`src/sv/fbp_pkg.sv`:
```
// Shared types, RGB565 layout constants and the per-length reciprocal table.
package fbp_pkg;

  localparam int unsigned WORD_W  = 32;
  localparam int unsigned OFF_W   = 6;
  localparam int unsigned LEN_W   = 4;
  localparam int unsigned FIELD_W = 8;
  localparam int unsigned PROD_W  = 16;  // field times 255
  localparam int unsigned RECIP_W = 25;  // ceil(2^24 / (2^len - 1))
  localparam int unsigned SHIFT   = 24;

  // Configuration register indexes
  typedef enum logic [2:0] {
    REG_MODE     = 3'd0,
    REG_RED_OFF  = 3'd1,
    REG_RED_LEN  = 3'd2,
    REG_GRN_OFF  = 3'd3,
    REG_GRN_LEN  = 3'd4,
    REG_BLU_OFF  = 3'd5,
    REG_BLU_LEN  = 3'd6
  } reg_idx_t;

  // Fixed RGB565 layout
  localparam logic [OFF_W-1:0] R565_OFF = 6'd11;
  localparam logic [LEN_W-1:0] R565_LEN = 4'd5;
  localparam logic [OFF_W-1:0] G565_OFF = 6'd5;
  localparam logic [LEN_W-1:0] G565_LEN = 4'd6;
  localparam logic [OFF_W-1:0] B565_OFF = 6'd0;
  localparam logic [LEN_W-1:0] B565_LEN = 4'd5;

  // Per-stage advance strobes of the pipeline
  typedef struct packed {
    logic s1;
    logic s2;
    logic s3;
  } fbp_adv_t;

  // Reciprocal of (2^len - 1) scaled by 2^24, rounded up. A length of zero
  // marks a channel that reads as zero, so its factor is zero.
  function automatic logic [RECIP_W-1:0] fbp_recip(input logic [LEN_W-1:0] len);
    logic [RECIP_W-1:0] m;
    case (len)
      4'd1:    m = 25'd16777216;
      4'd2:    m = 25'd5592406;
      4'd3:    m = 25'd2396746;
      4'd4:    m = 25'd1118482;
      4'd5:    m = 25'd541201;
      4'd6:    m = 25'd266306;
      4'd7:    m = 25'd132105;
      4'd8:    m = 25'd65794;
      default: m = '0;
    endcase
    return m;
  endfunction

endpackage

```
`src/sv/fbp_extract.sv`:
```
// Stage one: check one channel's field window and cut the field out of the word.
module fbp_extract import fbp_pkg::*; (
  input  logic               clk,
  input  fbp_adv_t           adv,
  input  logic [WORD_W-1:0]  word,
  input  logic [OFF_W-1:0]   off,
  input  logic [LEN_W-1:0]   len,
  output logic [FIELD_W-1:0] field_o,
  output logic [LEN_W-1:0]   len_o
);

  logic [FIELD_W-1:0] field_r, field_nxt;
  logic [LEN_W-1:0]   len_r, len_nxt;
  logic               ok;
  logic [OFF_W:0]     span;
  logic [WORD_W-1:0]  shifted;
  logic [FIELD_W:0]   mask;

  always_comb begin
    span    = {1'b0, off} + {3'b000, len};
    ok      = (len != '0) && (len <= 4'd8) && !off[OFF_W-1] && (span <= 7'd32);
    shifted = word >> off[OFF_W-2:0];
    mask    = (9'h001 << len) - 9'h001;
    // drop the field entirely when the window is not usable
    field_nxt = ok ? (shifted[FIELD_W-1:0] & mask[FIELD_W-1:0]) : '0;
    len_nxt   = ok ? len : '0;
  end

  always_ff @(posedge clk) begin
    if (adv.s1) begin
      field_r <= field_nxt;
      len_r   <= len_nxt;
    end
  end

  assign field_o = field_r;
  assign len_o   = len_r;

endmodule

```
`src/sv/fbp_scale.sv`:
```
// Stages two and three: multiply the field by 255, then divide by 2^len-1
// through a reciprocal multiply.
module fbp_scale import fbp_pkg::*; (
  input  logic               clk,
  input  fbp_adv_t           adv,
  input  logic [FIELD_W-1:0] field_i,
  input  logic [LEN_W-1:0]   len_i,
  output logic [FIELD_W-1:0] byte_o
);

  logic [PROD_W-1:0]         x_r, x_nxt;
  logic [LEN_W-1:0]          len_r;
  logic [FIELD_W-1:0]        q_r, q_nxt;
  logic [PROD_W+RECIP_W-1:0] prod;

  assign x_nxt = {field_i, 8'h00} - {8'h00, field_i};

  always_comb begin
    prod  = x_r * fbp_recip(len_r);
    q_nxt = prod[SHIFT+FIELD_W-1:SHIFT];
  end

  always_ff @(posedge clk) begin
    if (adv.s2) begin
      x_r   <= x_nxt;
      len_r <= len_i;
    end
    if (adv.s3) begin
      q_r <= q_nxt;
    end
  end

  assign byte_o = q_r;

endmodule

```
`src/sv/framebuffer_pixel_to_rgb888.sv`:
```
// Top level: framebuffer pixel word to RGB888 expansion, three-stage pipeline.
//
//  channel  direction  payload                                   handshake
//  in_      slave      tdata[31:0] pixel_word                    tvalid/tready
//  out_     master     tdata[23:0] red, green, blue (low first)  tvalid/tready
//  cfg_     write      wdata[5:0] to register cfg_index          cfg_we
//
// One pixel per cycle is accepted while out_tready does not back the pipeline up;
// each pixel passes extract, multiply by 255 and reciprocal multiply to output valid.
// Each stage holds its transaction while the next one is full and blocked, so a
// stall on out_tready backs up stage by stage and bubbles are squeezed out.
// Synchronous active-low reset clears the valid bits and loads the register
// defaults (RGB565 mode, 8-8-8 fields at 16/8/0).
module framebuffer_pixel_to_rgb888 import fbp_pkg::*; (
  input  logic        clk,
  input  logic        rst_n,
  input  logic        in_tvalid,
  output logic        in_tready,
  input  logic [31:0] in_tdata,   // [31:0] pixel_word
  output logic        out_tvalid,
  input  logic        out_tready,
  output logic [23:0] out_tdata,  // [7:0] red_byte, [15:8] green_byte, [23:16] blue_byte
  input  logic        cfg_we,
  input  logic [2:0]  cfg_index,
  input  logic [5:0]  cfg_wdata
);

  logic             mode_r;
  logic [OFF_W-1:0] red_off_r, grn_off_r, blu_off_r;
  logic [LEN_W-1:0] red_len_r, grn_len_r, blu_len_r;

  always_ff @(posedge clk) begin
    if (!rst_n) begin
      mode_r    <= 1'b0;
      red_off_r <= 6'd16;
      red_len_r <= 4'd8;
      grn_off_r <= 6'd8;
      grn_len_r <= 4'd8;
      blu_off_r <= 6'd0;
      blu_len_r <= 4'd8;
    end else if (cfg_we) begin
      unique case (cfg_index)
        REG_MODE:    mode_r    <= cfg_wdata[0];
        REG_RED_OFF: red_off_r <= cfg_wdata;
        REG_RED_LEN: red_len_r <= cfg_wdata[LEN_W-1:0];
        REG_GRN_OFF: grn_off_r <= cfg_wdata;
        REG_GRN_LEN: grn_len_r <= cfg_wdata[LEN_W-1:0];
        REG_BLU_OFF: blu_off_r <= cfg_wdata;
        REG_BLU_LEN: blu_len_r <= cfg_wdata[LEN_W-1:0];
        default: ;  // unknown index: drop the write
      endcase
    end
  end

  // Pipeline control
  logic     v1_r, v2_r, v3_r;
  logic     rdy1, rdy2, rdy3;
  fbp_adv_t adv;

  assign rdy3 = !v3_r || out_tready;
  assign rdy2 = !v2_r || rdy3;
  assign rdy1 = !v1_r || rdy2;
  assign adv  = '{s1: rdy1, s2: rdy2, s3: rdy3};

  always_ff @(posedge clk) begin
    if (!rst_n) begin
      v1_r <= 1'b0;
      v2_r <= 1'b0;
      v3_r <= 1'b0;
    end else begin
      if (rdy1) v1_r <= in_tvalid;
      if (rdy2) v2_r <= v1_r;
      if (rdy3) v3_r <= v2_r;
    end
  end

  assign in_tready  = rdy1;
  assign out_tvalid = v3_r;

  // Field windows: fixed layout in RGB565 mode, registers otherwise
  logic [OFF_W-1:0]   r_off, g_off, b_off;
  logic [LEN_W-1:0]   r_len, g_len, b_len;
  logic [FIELD_W-1:0] r_fld, g_fld, b_fld;
  logic [LEN_W-1:0]   r_l1, g_l1, b_l1;
  logic [FIELD_W-1:0] r_byte, g_byte, b_byte;

  always_comb begin
    r_off = mode_r ? red_off_r : R565_OFF;
    r_len = mode_r ? red_len_r : R565_LEN;
    g_off = mode_r ? grn_off_r : G565_OFF;
    g_len = mode_r ? grn_len_r : G565_LEN;
    b_off = mode_r ? blu_off_r : B565_OFF;
    b_len = mode_r ? blu_len_r : B565_LEN;
  end

  fbp_extract u_ext_r (.clk(clk), .adv(adv), .word(in_tdata), .off(r_off), .len(r_len),
                       .field_o(r_fld), .len_o(r_l1));
  fbp_extract u_ext_g (.clk(clk), .adv(adv), .word(in_tdata), .off(g_off), .len(g_len),
                       .field_o(g_fld), .len_o(g_l1));
  fbp_extract u_ext_b (.clk(clk), .adv(adv), .word(in_tdata), .off(b_off), .len(b_len),
                       .field_o(b_fld), .len_o(b_l1));

  fbp_scale u_scl_r (.clk(clk), .adv(adv), .field_i(r_fld), .len_i(r_l1), .byte_o(r_byte));
  fbp_scale u_scl_g (.clk(clk), .adv(adv), .field_i(g_fld), .len_i(g_l1), .byte_o(g_byte));
  fbp_scale u_scl_b (.clk(clk), .adv(adv), .field_i(b_fld), .len_i(b_l1), .byte_o(b_byte));

  assign out_tdata = {b_byte, g_byte, r_byte};

  // A result appears only out of a filled second stage
  a_out_from_s2: assert property (@(posedge clk) disable iff (!rst_n)
    $rose(out_tvalid) |-> $past(v2_r))
    else $error("output valid without a transaction in stage two");

  // Input back-pressure only when every stage is full
  a_full_pipe: assert property (@(posedge clk) disable iff (!rst_n)
    !in_tready |-> (v1_r && v2_r && v3_r))
    else $error("input stalled with a free stage");

  // A blocked stage one keeps its transaction
  a_s1_hold: assert property (@(posedge clk) disable iff (!rst_n)
    (v1_r && !rdy2) |=> v1_r)
    else $error("stage one lost a stalled transaction");

endmodule

```
`config.mk`:
```
export PLATFORM = sky130hd
export DESIGN_NAME = framebuffer_pixel_to_rgb888
export DESIGN_NICKNAME = d
export VERILOG_FILES = /design/src/sv/fbp_pkg.sv /design/src/sv/fbp_extract.sv /design/src/sv/fbp_scale.sv /design/src/sv/framebuffer_pixel_to_rgb888.sv
export SDC_FILE = /design/constraint.sdc
export NUM_CORES = 2
export LEC_CHECK = 0
export ABC_AREA = 1
export BUFFER_PORTS_ARGS = -buffer_cell sky130_fd_sc_hd__buf_2
export CAP_MARGIN = 20
export CORE_MARGIN = 5
export CORE_UTILIZATION = 50
export DETAILED_ROUTE_END_ITERATION = 8
export PLACE_DENSITY = 0.73
export SETUP_SLACK_MARGIN = 0.5
export SLEW_MARGIN = 30
export SYNTH_ARGS = -nofsm -noshare
export SYNTH_HDL_FRONTEND = slang
export SYNTH_SLANG_ARGS = --single-unit
```
`constraint.sdc`:
```
create_clock -name clk -period 7.26 [get_ports clk]
set_clock_uncertainty 0.2 [all_clocks]
set_input_delay 1.452 -clock clk [delete_from_list [all_inputs] [get_ports clk]]
set_output_delay 1.452 -clock clk [all_outputs]
set_load 0.02 [all_outputs]
```
==> key figures <==
Setup path
  • R2R depth: 22
  • Ordered cell list for the critical path: nand2_1, fa_1, inv_1, fa_1, fa_1, inv_1, fa_1, inv_1, fa_1, inv_1, fa_1, inv_1, ha_1, nand2_1, nor2_1, nand2_1, nor2_1, nand3_1, nor3_1, nand2_1, nand3_1, nand2_1
  • Crit path capture type: flip-flop
  • CP max-delay cell: edfxtp_1
  • Worst reg2reg setup slack: roughly 0.9 ns
  • Crit-path max FO: 15
  • CP startpoint kind: flip-flop
  • Worst r2r src: u_scl_b.x_r[1]$_DFFE_PN_
  • Critical Path Sink: u_scl_b.byte_o[5]$_DFFE_PP_
  • Setup CP Type: reg2reg
  • Reg-to-reg critical path endpoint: u_scl_b.byte_o[5]$_DFFE_PP_
  • Worst setup startpoint: u_scl_b.x_r[1]$_DFFE_PN_
  • Most frequent CP cell: fa_1
  • Crit path largest cell delay: slightly below 0.8 ns
  • Worst EP required: approximately 7.4 ns
  • Data arrival, critical path: 6.46 ns

CTS
  • Num CTS Buffers: 25
  • CTS tree: built
  • H-Tree Depth: 1
  • Post-CTS Resized: 0
  • Clock Tree Buf Depth: 3
  • Hold-fix buffer count after cts: 0
  • Clk pin slew, worst setup/hold paths: about 0.060 ns
  • Sink Count: about 200
  • Root Buffer: clkbuf_16
  • Post-CTS setup buffer count: 0
  • Clock latency on the worst-skew pair: roughly 0.60 ns

Timing
  • RSZ-0062 raised after global routing: no
  • Final Critical Period: between 6 and 7 ns
  • Max frequency: 157.7 MHz
  • Slew @ Worst Pin: about 0.94 ns
  • Final Max Tran Viols: 0
  • Hold Slack: 0.2396 ns
  • Final TNS setup: 0 ns
  • Endpoints failing hold: 0
  • Final setup violation count: 0
  • Final critical-path share of the clock period: 0.8736
  • Slew HR: 0.3722

Pwr
  • Peak supply drop: about 0.00021 V
  • Tot Pwr: roughly 12 mW
  • Cell Pwr Density: roughly 260 nW/um2
  • Leakage: ~27 nW

Job
  • Max-cap violations: 0

Die
  • Initial Utilization: 0.5051
  • Num rows: ~110
  • Die width: approximately 300 um
  • IO Pins: between 70 and 80
  • Die Y: about 300 um
  • Die area: roughly 91000 um2
  • Core area: approximately 84000 um2

Place
  • GPL Wtd Cong: between 0.9 and 1
  • Dpl cells: 6891
  • Final HPWL DP: 95790 um
  • Buffers on Ports: 71

Layout
  • Post-route insts no fill: roughly 6900
  • Most frequent cells in the layout: 1719 x inv_1, 1511 x nand2_1, 645 x fa_1, 402 x ha_1, 330 x nor2_1
  • Final Util: 0.5283
  • Share of layout cells above drive strength 1: 0.02964
  • Commonest non-fill, non-tap cell in the layout: inv_1
  • Total Nets Final: 6877
  • Synthesis-to-layout area growth: 4.590%
  • Multi-input gate area: 29740 um2
  • Antenna diode count: 0
  • Layout fillers: 8121
  • FF/Latch Area: about 5200 um2

Global route
  • GRT Total Usage: 0.2569
  • Vias in the first global route: ~35000
  • Largest net degree at the start of global routing: 74
  • Global-route wire length before repair: between 150000 and 200000 um
  • Total gr overflow: 0
  • Initial antenna violation count: 1

Yosys
  • Netlist cell types: between 40 and 50
  • Yosys reg bits: 202
  • Netlist Area Pre-Place: ~42000 um2
  • Cells after synthesis: around 5900
  • Sequential cell area fraction in the yosys report: 0.1239
  • Yosys Warn Count: 0
  • Post-synth EDFFs: 120
  • Synth Flop Type: edfxtp_1
  • Syn_area_per_cell: 7.204 um2
  • Synthesized Nets: around 7000
  • Asr flop ratio synth: 0

Route
  • WL per Instance: 16.69 um
  • Total Routed Length: approximately 120000 um
  • Initial DRC count: between 3000 and 4000
  • Drt via density: 5.076
  • Routed vias: roughly 35000
  • Drt first pass iters: 6
  • Residual DRC: 0
  • Remaining antenna violation count after routing: 0

Min path
  • Tightest Hold Check Type: reg2reg

Outcome
  • Status: finished, final reports clean
[metrics by stage]
stage / instance area [um2] / worst slack (ns)
after floorplan: 42340 / 1.563
after global placement: 43390 / 0.9645
after detailed placement: 43390 / 0.9014
after CTS: 44270 / 0.8993
after global routing: 44280 / 0.6023
final: 44280 / 0.9180
[synth_stat cells, types with 4 or more instances]
cell type / number / area (um2)
fa_1: 645 / 12910
inv_1: 1720 / 6456
buf_2: 32 / 160.2
edfxtp_1: 120 / 3603
dfxtp_1: 82 / 1642
o21ai_1: 41 / 205.2
a21boi_0: 7 / 52.55
o21ai_0: 233 / 1166
o211ai_1: 53 / 397.9
or2_2: 17 / 106.4
xnor2_1: 14 / 122.6
nand4_1: 21 / 131.4
nand3_1: 146 / 730.7
xor2_1: 29 / 254.0
ha_1: 402 / 5030
clkbuf_1: 169 / 634.4
mux2i_1: 13 / 130.1
nand2_1: 1512 / 5675
nand2_2: 5 / 31.28
buf_1: 5 / 18.77
buf_6: 6 / 67.56
nor4_1: 10 / 62.56
nor2_2: 4 / 25.02
a21o_1: 11 / 82.58
a31oi_1: 7 / 43.79
o21bai_1: 21 / 157.7
a21oi_1: 140 / 700.7
nor2_1: 330 / 1239
nor3_1: 44 / 220.2
o21a_1: 12 / 90.09
[layout make-up]
type / count / share of cell area
inverters: 1725 / 0.1462
multi-input cells: 3736 / 0.6716
well taps: 1134 / 0.03204
flip-flops and latches: 202 / 0.1185
clock inverters: 16 / 0.004493
repair buffers: 94 / 0.01192
clock buffers: 30 / 0.01526
[worst max-delay path: cells and delay by family (launching register included)]
kind                       cells  cell delay [ns]
adders and majority gates      7             3.41
and+or+nand+nor               10             1.45
DFF                            1             0.77
buffers and inverters          5             0.25
[kinds of logic (layout without fill, tap and decap cells)]
| family | Yosys count | in the layout | share of synthesized area |
|---|---|---|---|
| muxes | 13 | 13 | 0.003074 |
| adders and majority gates | 1047 | 1047 | 0.4238 |
| xor gates and xnor gates | 43 | 43 | 0.008896 |
| DFF | 202 | 202 | 0.1239 |
| buffers and inverters | 1939 | 1865 | 0.1741 |
| AOI/OAI and AO/OA | 533 | 533 | 0.06990 |
| and+or+nand+nor | 2100 | 2100 | 0.1963 |
[metal layers]
layer  GRT usage  share of wire  vias up
li1            -              -    17018
met4     0.05912          0.026        2
met1      0.3689           0.44    16632
met3     0.05400          0.090      196
met2      0.4024           0.44     1365
met5           0        0.00010        -
[report_power, final]
part           internal [mW]  switching (mW)  total, mW
clock                  0.810           0.564       1.37
sequential              1.45           0.292       1.74
combinational           3.08            5.44       8.52
[worst min-delay path by stage]
stage                                        start                    endpoint  cells after the start
detailed placement  u_ext_b.len_o[0]$_SDFFCE_PN0P_  u_scl_b.len_r[0]$_DFFE_PN_                      0
finish              u_ext_r.len_o[0]$_SDFFCE_PN0P_  u_scl_r.len_r[0]$_DFFE_PN_                      0
CTS                 u_ext_b.len_o[0]$_SDFFCE_PN0P_  u_scl_b.len_r[0]$_DFFE_PN_                      0
global placement    u_ext_g.len_o[1]$_SDFFCE_PN0P_  u_scl_g.len_r[1]$_DFFE_PN_                      0
floorplan           u_ext_b.len_o[0]$_SDFFCE_PN0P_  u_scl_b.len_r[0]$_DFFE_PN_                      0
global route        u_ext_g.len_o[3]$_SDFFCE_PN0P_  u_scl_g.len_r[3]$_DFFE_PN_                      0
No activity file was read; power rests on OpenSTA's default activity.
